**src/sv/bssc_pkg.sv**
```systemverilog
// Shared types and constants for the barometric sequencer/compensation block.
// No dependencies.
`default_nettype none

package bssc_pkg;

    localparam int BSSC_RAW_W      = 24;
    localparam int BSSC_COEFF_W    = 16;
    localparam int BSSC_IDX_W      = 3;
    localparam int BSSC_TEMP_W     = 15;
    localparam int BSSC_PRES_W     = 18;
    localparam int BSSC_QUEUE_DEPTH = 2;

    localparam int TEMP_MIN    = -4000;
    localparam int TEMP_MAX    = 8500;
    localparam int TEMP_OFFSET = 2000;
    localparam int PRES_MAX    = 150000;

    localparam logic [BSSC_IDX_W-1:0] REG_SENS     = 3'd0;
    localparam logic [BSSC_IDX_W-1:0] REG_OFF      = 3'd1;
    localparam logic [BSSC_IDX_W-1:0] REG_TCS      = 3'd2;
    localparam logic [BSSC_IDX_W-1:0] REG_TCO      = 3'd3;
    localparam logic [BSSC_IDX_W-1:0] REG_TREF     = 3'd4;
    localparam logic [BSSC_IDX_W-1:0] REG_TEMPSENS = 3'd5;

    // one queued request: snapshot of the raw pair after this reading is stored
    typedef struct packed {
        logic [BSSC_RAW_W-1:0] raw_temperature;
        logic [BSSC_RAW_W-1:0] raw_pressure;
        logic                  was_temperature;
    } bssc_job_t;

    typedef enum logic [3:0] {
        ST_IDLE,
        ST_DT,
        ST_M1,
        ST_M2,
        ST_M3,
        ST_M4,
        ST_M5,
        ST_M6,
        ST_M7,
        ST_P1,
        ST_P2,
        ST_P3,
        ST_P4,
        ST_FIN
    } bssc_state_t;

endpackage

`default_nettype wire

```
**src/sv/baro_sensor_sequencer_compensation.sv**
```systemverilog
// Barometric sensor sequencer with second-order compensation, top level.
// Depends on bssc_pkg, bssc_front, bssc_fifo, bssc_back.
// Usage:
//   s_valid/s_ready/s_raw_reading carry one 24-bit conversion result per
//   request. Readings alternate temperature, pressure, starting with
//   temperature after reset. Each request gives one result on
//   m_valid/m_ready: compensated temperature (0.01 C), pressure (Pa), the
//   stage the reading was stored in and the conversion to start next.
//   Calibration words are written through cfg_we/cfg_index/cfg_wdata while
//   the block is idle; indexes beyond the six words are ignored.
// Timing:
//   The back end takes one request at a time and steps it through the
//   sequence of multiplies on its single shared 26x26 multiplier; it takes
//   the next request only once the result is loaded into the output register.
//   A two-entry queue lets the front end take readings while a result
//   waits; s_ready drops only when the queue is full.
// Reset:
//   aresetn (synchronous, active low) clears the calibration words, the
//   stage and both raw readings. A stalled receiver holds the result
//   stable and the back end waits in its final step.
`default_nettype none

module baro_sensor_sequencer_compensation
    import bssc_pkg::*;
#(
    parameter int QUEUE_DEPTH = BSSC_QUEUE_DEPTH
) (
    input  wire logic                     aclk,
    input  wire logic                     aresetn,
    input  wire logic                     cfg_we,
    input  wire logic [BSSC_IDX_W-1:0]    cfg_index,
    input  wire logic [BSSC_COEFF_W-1:0]  cfg_wdata,
    input  wire logic                     s_valid,
    output logic                          s_ready,
    input  wire logic [BSSC_RAW_W-1:0]    s_raw_reading,
    output logic                          m_valid,
    input  wire logic                     m_ready,
    output logic signed [BSSC_TEMP_W-1:0] m_temperature_centi,
    output logic [BSSC_PRES_W-1:0]        m_pressure_pa,
    output logic                          m_was_temperature,
    output logic                          m_next_conversion
);

    logic      q_push, q_full, q_pop, q_not_empty;
    bssc_job_t push_job, pop_job;

    bssc_front u_front (
        .aclk          (aclk),
        .aresetn       (aresetn),
        .s_valid       (s_valid),
        .s_ready       (s_ready),
        .s_raw_reading (s_raw_reading),
        .q_full        (q_full),
        .q_push        (q_push),
        .q_job         (push_job)
    );

    bssc_fifo #(
        .DEPTH (QUEUE_DEPTH)
    ) u_fifo (
        .aclk      (aclk),
        .aresetn   (aresetn),
        .push      (q_push),
        .push_job  (push_job),
        .full      (q_full),
        .pop       (q_pop),
        .not_empty (q_not_empty),
        .pop_job   (pop_job)
    );

    bssc_back u_back (
        .aclk                (aclk),
        .aresetn             (aresetn),
        .cfg_we              (cfg_we),
        .cfg_index           (cfg_index),
        .cfg_wdata           (cfg_wdata),
        .q_not_empty         (q_not_empty),
        .q_job               (pop_job),
        .q_pop               (q_pop),
        .m_valid             (m_valid),
        .m_ready             (m_ready),
        .m_temperature_centi (m_temperature_centi),
        .m_pressure_pa       (m_pressure_pa),
        .m_was_temperature   (m_was_temperature),
        .m_next_conversion   (m_next_conversion)
    );

endmodule

`default_nettype wire

```
**src/sv/bssc_front.sv**
```systemverilog
// Front end: accepts readings, tracks the temperature/pressure stage and raw pair.
// Depends on bssc_pkg.
`default_nettype none

module bssc_front
    import bssc_pkg::*;
(
    input  wire logic                  aclk,
    input  wire logic                  aresetn,
    input  wire logic                  s_valid,
    output logic                       s_ready,
    input  wire logic [BSSC_RAW_W-1:0] s_raw_reading,
    input  wire logic                  q_full,
    output logic                       q_push,
    output bssc_job_t                  q_job
);

    logic                  stage_reg, stage_next;
    logic [BSSC_RAW_W-1:0] raw_t_reg, raw_t_next;
    logic [BSSC_RAW_W-1:0] raw_p_reg, raw_p_next;

    assign s_ready = !q_full;
    assign q_push  = s_valid && s_ready;

    always_comb begin
        stage_next = stage_reg;
        raw_t_next = raw_t_reg;
        raw_p_next = raw_p_reg;
        if (q_push) begin
            stage_next = !stage_reg;
            if (!stage_reg) begin
                raw_t_next = s_raw_reading;
            end else begin
                raw_p_next = s_raw_reading;
            end
        end
    end

    assign q_job.raw_temperature = raw_t_next;
    assign q_job.raw_pressure    = raw_p_next;
    assign q_job.was_temperature = !stage_reg;

    always_ff @(posedge aclk) begin
        if (!aresetn) begin
            stage_reg <= 1'b0;
            raw_t_reg <= '0;
            raw_p_reg <= '0;
        end else begin
            stage_reg <= stage_next;
            raw_t_reg <= raw_t_next;
            raw_p_reg <= raw_p_next;
        end
    end

endmodule

`default_nettype wire

```
**src/sv/bssc_fifo.sv**
```systemverilog
// Short request queue between front and back end, register based.
// Depends on bssc_pkg.
`default_nettype none

module bssc_fifo
    import bssc_pkg::*;
#(
    parameter int DEPTH = BSSC_QUEUE_DEPTH
) (
    input  wire logic      aclk,
    input  wire logic      aresetn,
    input  wire logic      push,
    input  wire bssc_job_t push_job,
    output logic           full,
    input  wire logic      pop,
    output logic           not_empty,
    output bssc_job_t      pop_job
);

    localparam int PTR_W = (DEPTH > 1) ? $clog2(DEPTH) : 1;
    localparam int CNT_W = $clog2(DEPTH + 1);

    bssc_job_t            mem_reg [DEPTH];
    logic [PTR_W-1:0]     wr_ptr_reg, wr_ptr_next;
    logic [PTR_W-1:0]     rd_ptr_reg, rd_ptr_next;
    logic [CNT_W-1:0]     count_reg, count_next;

    assign full      = (count_reg == CNT_W'(DEPTH));
    assign not_empty = (count_reg != '0);
    assign pop_job   = mem_reg[rd_ptr_reg];

    always_comb begin
        wr_ptr_next = wr_ptr_reg;
        rd_ptr_next = rd_ptr_reg;
        count_next  = count_reg;
        if (push) begin
            wr_ptr_next = (wr_ptr_reg == PTR_W'(DEPTH - 1)) ? '0 : wr_ptr_reg + 1'b1;
        end
        if (pop) begin
            rd_ptr_next = (rd_ptr_reg == PTR_W'(DEPTH - 1)) ? '0 : rd_ptr_reg + 1'b1;
        end
        if (push && !pop) begin
            count_next = count_reg + 1'b1;
        end else if (pop && !push) begin
            count_next = count_reg - 1'b1;
        end
    end

    always_ff @(posedge aclk) begin
        if (!aresetn) begin
            wr_ptr_reg <= '0;
            rd_ptr_reg <= '0;
            count_reg  <= '0;
        end else begin
            wr_ptr_reg <= wr_ptr_next;
            rd_ptr_reg <= rd_ptr_next;
            count_reg  <= count_next;
        end
    end

    always_ff @(posedge aclk) begin
        if (push) begin
            mem_reg[wr_ptr_reg] <= push_job;
        end
    end

endmodule

`default_nettype wire

```
**src/sv/bssc_back.sv**
```systemverilog
// Back end: calibration registers, sequenced compensation on one shared
// 26x26 multiplier, saturation and the output register. Depends on bssc_pkg.
`default_nettype none

module bssc_back
    import bssc_pkg::*;
(
    input  wire logic                    aclk,
    input  wire logic                    aresetn,
    input  wire logic                    cfg_we,
    input  wire logic [BSSC_IDX_W-1:0]   cfg_index,
    input  wire logic [BSSC_COEFF_W-1:0] cfg_wdata,
    input  wire logic                    q_not_empty,
    input  wire bssc_job_t               q_job,
    output logic                         q_pop,
    output logic                         m_valid,
    input  wire logic                    m_ready,
    output logic signed [BSSC_TEMP_W-1:0] m_temperature_centi,
    output logic [BSSC_PRES_W-1:0]       m_pressure_pa,
    output logic                         m_was_temperature,
    output logic                         m_next_conversion
);

    localparam int MUL_W = 26;
    localparam int PRD_W = 2 * MUL_W;

    logic [BSSC_COEFF_W-1:0] c1_reg, c2_reg, c3_reg, c4_reg, c5_reg, c6_reg;

    bssc_state_t state_reg, state_next;

    logic [BSSC_RAW_W-1:0]    raw_t_reg, raw_p_reg;
    logic                     was_t_reg;
    logic signed [24:0]       dt_reg;
    logic signed [18:0]       t_reg;
    logic signed [39:0]       off_reg;
    logic signed [39:0]       sens_reg;
    logic signed [PRD_W-1:0]  aux_reg;
    logic signed [39:0]       aux5_reg;
    logic signed [PRD_W-1:0]  acc_reg;
    logic signed [63:0]       full_reg;
    logic signed [43:0]       diff_reg;
    logic signed [PRD_W-1:0]  prod_reg;

    logic signed [MUL_W-1:0]  mul_a, mul_b;
    logic signed [PRD_W-1:0]  mul_p;
    logic                     out_load;

    logic                            m_valid_reg;
    logic signed [BSSC_TEMP_W-1:0]   temp_out_reg;
    logic [BSSC_PRES_W-1:0]          pres_out_reg;
    logic                            was_out_reg;

    logic signed [18:0] temp_full;
    logic signed [28:0] pres_full;
    logic signed [BSSC_TEMP_W-1:0] temp_sat;
    logic [BSSC_PRES_W-1:0]        pres_sat;

    assign mul_p = mul_a * mul_b;

    // calibration registers
    always_ff @(posedge aclk) begin
        if (!aresetn) begin
            c1_reg <= '0;
            c2_reg <= '0;
            c3_reg <= '0;
            c4_reg <= '0;
            c5_reg <= '0;
            c6_reg <= '0;
        end else if (cfg_we) begin
            unique case (cfg_index)
                REG_SENS:     c1_reg <= cfg_wdata;
                REG_OFF:      c2_reg <= cfg_wdata;
                REG_TCS:      c3_reg <= cfg_wdata;
                REG_TCO:      c4_reg <= cfg_wdata;
                REG_TREF:     c5_reg <= cfg_wdata;
                REG_TEMPSENS: c6_reg <= cfg_wdata;
                default: ;
            endcase
        end
    end

    // next state
    always_comb begin
        state_next = state_reg;
        unique case (state_reg)
            ST_IDLE: if (q_not_empty) state_next = ST_DT;
            ST_DT:   state_next = ST_M1;
            ST_M1:   state_next = ST_M2;
            ST_M2:   state_next = ST_M3;
            ST_M3:   state_next = ST_M4;
            ST_M4:   state_next = ST_M5;
            ST_M5:   state_next = ST_M6;
            ST_M6:   state_next = ST_M7;
            ST_M7:   state_next = ST_P1;
            ST_P1:   state_next = ST_P2;
            ST_P2:   state_next = ST_P3;
            ST_P3:   state_next = ST_P4;
            ST_P4:   state_next = ST_FIN;
            ST_FIN:  if (out_load) state_next = ST_IDLE;
            default: state_next = ST_IDLE;
        endcase
    end

    // control outputs and multiplier operands
    always_comb begin
        q_pop    = 1'b0;
        out_load = 1'b0;
        mul_a    = MUL_W'(dt_reg);
        mul_b    = $signed({10'b0, c6_reg});
        unique case (state_reg)
            ST_IDLE: q_pop = q_not_empty;
            ST_M1: begin
                mul_a = MUL_W'(dt_reg);
                mul_b = $signed({10'b0, c6_reg});
            end
            ST_M2: begin
                mul_a = MUL_W'(dt_reg);
                mul_b = $signed({10'b0, c4_reg});
            end
            ST_M3: begin
                mul_a = MUL_W'(dt_reg);
                mul_b = $signed({10'b0, c3_reg});
            end
            ST_M4: begin
                mul_a = MUL_W'(t_reg);
                mul_b = MUL_W'(t_reg);
            end
            ST_M5: begin
                mul_a = MUL_W'(dt_reg);
                mul_b = MUL_W'(dt_reg);
            end
            ST_P1: begin
                mul_a = $signed({2'b0, raw_p_reg});
                mul_b = $signed({6'b0, sens_reg[19:0]});
            end
            ST_P2: begin
                mul_a = $signed({2'b0, raw_p_reg});
                mul_b = MUL_W'($signed(sens_reg[39:20]));
            end
            ST_FIN:  out_load = !m_valid_reg || m_ready;
            default: ;
        endcase
    end

    always_ff @(posedge aclk) begin
        if (!aresetn) begin
            state_reg <= ST_IDLE;
        end else begin
            state_reg <= state_next;
        end
    end

    // datapath
    always_ff @(posedge aclk) begin
        prod_reg <= mul_p;
        unique case (state_reg)
            ST_IDLE: begin
                raw_t_reg <= q_job.raw_temperature;
                raw_p_reg <= q_job.raw_pressure;
                was_t_reg <= q_job.was_temperature;
            end
            ST_DT:
                dt_reg <= $signed({1'b0, raw_t_reg}) - $signed({1'b0, c5_reg, 8'h00});
            ST_M2:
                t_reg <= 19'(prod_reg >>> 23);
            ST_M3:
                off_reg <= $signed({8'b0, c2_reg, 16'h0000}) + 40'(prod_reg >>> 7);
            ST_M4:
                sens_reg <= $signed({9'b0, c1_reg, 15'h0000}) + 40'(prod_reg >>> 8);
            ST_M5:
                aux_reg <= prod_reg;
            ST_M6: begin
                aux5_reg <= 40'(aux_reg) + (40'(aux_reg) <<< 2);
                if (t_reg < 0) begin
                    t_reg <= t_reg - 19'(prod_reg >>> 31);
                end
            end
            ST_M7: begin
                if (t_reg < 0) begin
                    off_reg  <= off_reg - (aux5_reg >>> 1);
                    sens_reg <= sens_reg - (aux5_reg >>> 2);
                end
            end
            ST_P2:
                acc_reg <= prod_reg;
            ST_P3:
                full_reg <= (64'(prod_reg) <<< 20) + 64'(acc_reg);
            ST_P4:
                diff_reg <= 44'(full_reg >>> 21) - 44'(off_reg);
            default: ;
        endcase
    end

    // saturation
    always_comb begin
        temp_full = t_reg + 19'(TEMP_OFFSET);
        pres_full = 29'(diff_reg >>> 15);
        if (temp_full < TEMP_MIN) begin
            temp_sat = BSSC_TEMP_W'(TEMP_MIN);
        end else if (temp_full > TEMP_MAX) begin
            temp_sat = BSSC_TEMP_W'(TEMP_MAX);
        end else begin
            temp_sat = BSSC_TEMP_W'(temp_full);
        end
        if (pres_full < 0) begin
            pres_sat = '0;
        end else if (pres_full > PRES_MAX) begin
            pres_sat = BSSC_PRES_W'(PRES_MAX);
        end else begin
            pres_sat = BSSC_PRES_W'(pres_full);
        end
    end

    // output register
    always_ff @(posedge aclk) begin
        if (!aresetn) begin
            m_valid_reg <= 1'b0;
        end else if (out_load) begin
            m_valid_reg <= 1'b1;
        end else if (m_ready) begin
            m_valid_reg <= 1'b0;
        end
    end

    always_ff @(posedge aclk) begin
        if (out_load) begin
            temp_out_reg <= temp_sat;
            pres_out_reg <= pres_sat;
            was_out_reg  <= was_t_reg;
        end
    end

    assign m_valid             = m_valid_reg;
    assign m_temperature_centi = temp_out_reg;
    assign m_pressure_pa       = pres_out_reg;
    assign m_was_temperature   = was_out_reg;
    assign m_next_conversion   = !was_out_reg;

endmodule

`default_nettype wire
```
**config.mk**
```make
export PLATFORM = sky130hd
export DESIGN_NAME = baro_sensor_sequencer_compensation
export DESIGN_NICKNAME = d
export VERILOG_FILES = /design/src/sv/bssc_pkg.sv /design/src/sv/baro_sensor_sequencer_compensation.sv /design/src/sv/bssc_front.sv /design/src/sv/bssc_fifo.sv /design/src/sv/bssc_back.sv
export SDC_FILE = /design/constraint.sdc
export NUM_CORES = 2
export LEC_CHECK = 0
export BUFFER_PORTS_ARGS = -buffer_cell sky130_fd_sc_hd__buf_2
export CORE_ASPECT_RATIO = 0.7
export CORE_MARGIN = 1.5
export CORE_UTILIZATION = 25
export DETAILED_ROUTE_END_ITERATION = 8
export GPL_TIMING_DRIVEN = 0
export PLACE_DENSITY = 0.42
export SYNTH_ARGS = -nofsm -noshare
export SYNTH_HDL_FRONTEND = slang
export SYNTH_SLANG_ARGS = --single-unit
```
**constraint.sdc**
```tcl
create_clock -name aclk -period 13.8 [get_ports aclk]
set_input_delay 2.07 -clock aclk [delete_from_list [all_inputs] [get_ports aclk]]
set_output_delay 2.07 -clock aclk [all_outputs]
set_load 0.1 [all_outputs]
```
* Word level (Yosys, flattened, before mapping)
Memory sizes are Yosys's and may differ from the RTL's. A register that Yosys moved wholly into a read port is not among the register bits.
Cells that the tools add are included.
** Word-level totals
- Output and inout bits :: 37
- Memories kept :: 1
- Register bits after elaboration :: 604
- Bits in writable memories :: 98
- Word-level logic and storage cells :: 131
- Input bits :: 48
** Memory list
- u_fifo.mem_reg :: words 2, width 49, read ports 1, clocked after Yosys merged registers in 1, write ports 1, RTL line bssc_fifo.sv:23 : bssc_job_t mem_reg [DEPTH];
** Cells by class
- $mul :: 1
- Mux-type cells :: 27
- Equal/unequal tests :: 23
- Reductions and logical operators :: 31
- Order comparisons :: 5
- Add/sub/neg operators :: 14
** Operators with widths (number)
- case mux 40 bit (2 select lines) :: 2
- case mux 26 bit (6 select lines) :: 1
- two-way mux 24 bit :: 4
- two-way mux 40 bit :: 2
- adder 64 x 52 -> 64 bit :: 1
- case mux 4 bit (14 select lines) :: 1
- multiplier 26 x 26 -> 52 bit :: 1
- case mux 26 bit (2 select lines) :: 1
- subtractor 43 x 40 -> 44 bit :: 1
- adder 32 x 40 -> 40 bit :: 1
- adder 33 x 40 -> 40 bit :: 1
- adder 40 bit :: 1
- subtractor 40 x 38 -> 40 bit :: 1
- subtractor 40 x 39 -> 40 bit :: 1
- case mux 19 bit (2 select lines) :: 1
- greater-than comparator 29 x 19 -> 1 bit, second input constant :: 1
- < comparator 29 x 1 -> 1 bit, second input constant :: 1
- subtractor 24 x 24 -> 25 bit :: 1
- == test 4 bit, second input constant :: 6
- AND reduction 2 bit :: 10
- adder 19 x 12 -> 19 bit, second input constant :: 1
- greater-than comparator 19 x 15 -> 1 bit, second input constant :: 1
- < comparator 19 x 1 -> 1 bit, second input constant :: 1
- < comparator 19 x 13 -> 1 bit, second input constant :: 1
- other kinds (25) :: 58

* Longest topological paths before layout
- Word-level depth :: 7
- Gate-level depth with buffers :: 37

* Hierarchy
From an unflattened synthesis, not the netlist that was laid out.
** Unflattened totals
- Cells, all modules :: 6229
- Area total of the unflattened synthesis :: 61506.5 µm²
** By module, submodules not included
- bssc_back :: times used 1, sequential area each 14774.2 µm², area each 55816.0 µm², cells each 5894
- bssc_fifo :: times used 1, sequential area each 3042.9 µm², area each 3753.6 µm², cells each 174
- bssc_front :: times used 1, sequential area each 980.9 µm², area each 1936.9 µm², cells each 161

* Worst setup path after synthesis
Ideal clock, no wire load.
- Path kind :: flip-flop to flip-flop
- Start point :: register u_back.state_reg[1]
- End point :: register u_back.prod_reg[48]
- Slack :: 4.395 ns
- Data arrival time :: 9.333 ns
- Stages on the path, launching flop included :: 32
- Path through :: dfxtp_1 > buf_1 > nand2_1 > nor3_1 > clkbuf_1 > buf_1 > a22oi_1 > nand3_1 > clkbuf_1 > nand2_1 > fa_1 > inv_1 > fa_1 > fa_1 > fa_1 > fa_1 > fa_1 > inv_1 > fa_1 > inv_1 > ha_1 > a21oi_1 > o221ai_1 > a221oi_1 > nor2_1 > nor4_1 > o31ai_1 > a221o_1 > a221o_1 > a21o_1 > a21oi_1 > xnor2_1
** On the way
- Longest elaborated chain between the ends :: 4
** RTL lines
- start, declared :: RTL line bssc_back.sv:29 : bssc_state_t state_reg, state_next;
- start signal, assigned :: RTL line bssc_back.sv:149 : state_reg <= state_next;
- == test 4 bit :: RTL line bssc_back.sv:110 : unique case (state_reg)
- OR reduction 2 bit (no line)
- case mux 26 bit (2 select lines) :: RTL line bssc_back.sv:110
- multiplier 26 x 26 -> 52 bit (*) :: RTL line bssc_back.sv:58 : assign mul_p = mul_a * mul_b;
- net u_back.mul_p[48] :: RTL line bssc_back.sv:45 : logic signed [PRD_W-1:0] mul_p;
- end signal, assigned :: RTL line bssc_back.sv:155 : prod_reg <= mul_p;
- end, declared :: RTL line bssc_back.sv:42 : logic signed [PRD_W-1:0] prod_reg;
The timed path passes the listed nets; every way through them passes the cells marked *.
A chain may end at the register's enable or synchronous reset.

* Worst setup path after layout
- Start point :: register u_back.state_reg[2]
- End point :: register u_back.prod_reg[48]
The elaborated chain is that of the path after synthesis.

==> results.env <==
STATUS='finished with violations'
FAILED_CHECKS='capacitance limit, slew limit'
TIMING.CRITICAL_PATH.BUF_INV=10
PATH_COMMON_CELL='fa_1'
NUM-FILL-CELLS=25620
SYNTH_ENABLE_FLOP_CELLS=488
MULTIINPUTGATEAREA_MM2=0.03808
LEADING_CELL_TYPE_IN_THE_LAYOUT_FILL_AND_TAPS_EXCLUDED='inv_1'
REG2REG_SETUP_SLACK_NS=1.13
SWSHARE_PCT=41.38
IR_WORST_VDD_mV=0.1020
SEQ_AREA_FRAC_SYNTH_PCT=30.78
AREA.SEQUENTIAL_MM2=0.01878
DRIVE_ABOVE_1_SHARE_PCT=6.192
CTSHTREEMAXLEVEL=3
WORST_SLEW_PIN_SLEW_NS=1.512
CTS.REPAIR_TIMING.SETUP_BUFFER_COUNT=0
CRITPATHMAXSTAGEDELAY_NS=1.18
AVGSYNTHCELLAREA_UM2=9.845
FINISH.NET_COUNT=7555
CHIPHEIGHT_UM=416.3
NETLIST_AREA_MM2=0.06101
ROWS=151
HOLDBUFCOUNTCTS=0
CTS_RESIZED=0
FIN_CRIT_SH_PCT=91.81
GLOBALPLACE.CONGESTION=0.9724
YOSYS.CELL_TYPES.COUNT=84
SYNTH.NET_COUNT=7360
CELL_INTERNAL_PWR_mW=5.226
POST-LAYOUT-TOTAL-POWER_mW=8.916
CRITICAL_PATH_START='u_back.state_reg[2]$_SDFFE_PN0P_'
CAP_VIOLATIONS=1
DRT_FIRST_ITER_VIOLATIONS=4678
LAYOUT.CELLS.MOST_COMMON_LIST='inv_1 (935), nand2_1 (755), fa_1 (701)'
PLACEDINSTANCEAREA_MM2=0.06595
CRITICAL_PATH_PEAK_FANOUT=10
SYNTHCELLS=6197
POWER_FRAC_SEQ_PCT=34.9
LAYOUT_SETUP_WS_NS=1.131
LARGEST_REG_FLOPS=98
SYNTH.FF_LATCH_COUNT=694
WORSTSETUPPATHDEPTH=32
FINCLKSKEW_NS=0.08063
GRT_FIRST_PASS_WIRELENGTH_MM=339.7
DESIGN_AREA_MM2=0.06888
IO_PINS=85
GRT.OVERFLOW.TOTAL=0
FINALSETUPVIOLCOUNT=0
MAXSLEWVIOLCOUNT=5
GRT_START_MAX_NET_PINS=36
WORST_SETUP_HOLD_PATH_CLK_SLEW_NS=0.06
DETAIL_ROUTE.DRC_VIOLATIONS=0
VIAS=46930
R2R.WORST_PATH.CELLS=32
DR.PASS1.ITERS=6
WORST_HOLD_PATH_TYPE='reg -> reg'
CORE_AREA_MM2=0.2422
WORST_SETUP_SP_TYPE='register'
CTS-ROOT-BUF='clkbuf_16'
TRITONCTS='built'
NUMBER_OF_BUFFERS_CREATED_BY_CTS=81
WORST_EP_ARRIVAL_TIME_NS=13.25
PATH_DELAY_FAMILY='adder cells'
DETAIL_ROUTE.VIAS_PER_CELL=4.847
REPORT.FINAL.HOLD_VIOL_COUNT=0
AVGROUTEDWIREPERCELL_UM=24.96
R2R-END='u_back.prod_reg[48]$_DFF_P_'
FP.DIEAREA_MM2=0.2471
CAPTURING_ELEMENT_OF_THE_WORST_SETUP_PATH='u_back.prod_reg[48]$_DFF_P_'
LAYOUT_STAGE_AREA_GROWTH_OVER_THE_SYNTHESIS_RESULT_PCT=12.91
GROUTE.USAGE.OVERALL_PCT=19.19
CP_SLOWEST_CELL='fa_1'
ANTENNA_FOUND_INITIAL=24
CLOCK-SINKS=694
WORST_SKEW_PAIR.LATE_LATENCY_NS=0.73
RSZ_0062_RAISED_AFTER_GLOBAL_ROUTING='false'
START_UTIL_PCT=25.19
MIN_PERIOD_NS=12.67
END_KIND='register'
CRITPATHKIND='reg -> reg'
TIMING.RR.START='u_back.state_reg[2]$_SDFFE_PN0P_'
POST-PLACE-WS_NS=1.303
SWITCHINGPOWER_mW=3.689
COMBPWRFRAC_PCT=38.4
SYNTHFLOPTYPE='edfxtp_1'
WIRELENGTH_MM=241.7
YOSYSWARNINGCOUNT=0
CLK_PATH_BUF_DEPTH=3
WORST-ENDPOINT-REQUIRED_NS=14.38
PORT_BUFFERS=83
ROUTE.ANTENNA.REMAINING_NETS=0
FMAX_GHz=0.07893
POWER.CLOCK.FRACTION_PCT=26.7
ASYNC_FLOP_SHARE_PCT=0
POWER.STATIC_LEAKAGE_nW=30.00
PLACE.DETAILED.HPWL_MM=198.8
POWER_DENSITY_mW_PER_MM2=129.4
GRT_PASS1_VIAS=45610
MAX_SLEW_MARGIN_PCT=-1.033
DIE-WIDTH_UM=593.4
==> cells in the mapped netlist, types with 87 or more instances <==
library cell  count  area share [%]
a21oi_1         292             2.4
inv_1           936             5.8
nor2_1          501             3.1
mux2_2          106             2.0
xnor2_1         201             2.9
xor2_1           92             1.3
nand2_1         755             4.6
fa_1            701              23
a21boi_0        107             1.3
a21o_1          100             1.2
nand3_1          87            0.71
ha_1            414             8.5
clkbuf_1        183             1.1
o21ai_0         187             1.5
and2_1          123             1.3
edfxtp_1        488              24
dfxtp_1         206             6.8
==> power groups by stage <==
stage               sequential, mW  combinational (mW)  clock, mW
global placement              3.17                3.27          0
global route                  3.12                3.69       2.53
detailed placement            3.14                3.36          0
CTS                           3.10                3.37       2.45
finish                        3.11                3.42       2.38
floorplan                     2.83                2.12          0
==> layout make-up <==
cell class | instances | area share [%]
diodes | 9 | 0.03269
clock buffers | 109 | 3.259
multi-input cells | 4366 | 55.28
flip-flops and latches | 694 | 27.26
plain buffers | 201 | 1.104
repair buffers | 112 | 1.170
well taps | 3213 | 5.836
clock inverters | 42 | 0.9554
inverters | 936 | 5.100
==> cells by family after synthesis <==
group	count (synthesis)	share of synthesized area [%]
xor gates and xnor gates	293	4.206
AOI/OAI and AO/OA	1101	11.92
and+or+nand+nor	1739	12.44
adders and majority gates	1115	31.49
DFF	694	30.78
muxes	118	2.153
buffers and inverters	1137	7.002
==> how the worst min path moves through the flow <==
stage                     slack [ns]                      endpoint  cells past startpoint                          start
final                           0.42    u_back.dt_reg[5]$_DFFE_PP_                      0  u_back.raw_t_reg[5]$_DFFE_PP_
after CTS                       0.42    u_back.dt_reg[5]$_DFFE_PP_                      0  u_back.raw_t_reg[5]$_DFFE_PP_
after floorplan                 0.39  u_back.acc_reg[50]$_DFFE_PN_                      0    u_back.prod_reg[50]$_DFF_P_
after global routing            0.43    u_back.dt_reg[5]$_DFFE_PP_                      0  u_back.raw_t_reg[5]$_DFFE_PP_
after global placement          0.40    u_back.dt_reg[1]$_DFFE_PP_                      0  u_back.raw_t_reg[1]$_DFFE_PP_
after detailed placement        0.41    u_back.dt_reg[5]$_DFFE_PP_                      0  u_back.raw_t_reg[5]$_DFFE_PP_
==> worst register-to-register path: cells and delay by family, from the launching register on <==
family	cells	cell delay [ns]
buffers and inverters	10	3.39
adders and majority gates	7	4.39
AOI/OAI and AO/OA	6	1.64
xor gates and xnor gates	1	0.13
and+or+nand+nor	8	2.68
DFF	1	0.32
==> per-stage QoR <==
| step | TNS (ns) | util [%] | std cells | hold slack [ns] |
|---|---|---|---|---|
| floorplan | 0 | - | 6197 | 0.3855 |
| global placement | -0.002926 | 27.02 | 9493 | 0.4043 |
| detailed placement | 0 | 27.23 | 9522 | 0.4084 |
| CTS | 0 | 28.43 | 9673 | 0.4237 |
| global route | 0 | 28.43 | 9673 | 0.4265 |
| finish | 0 | 28.44 | 9682 | 0.4199 |
==> layer usage <==
metal  track usage [%]  share of wire, %  vias up
met4             3.911               2.3        2
met3             5.310               9.9      291
met5                 0            0.0054        -
met1             29.93                50    23730
li1                  -                 -    20950
met2             25.70                38     1947
Note: power is estimated with default switching activity, not from simulation.
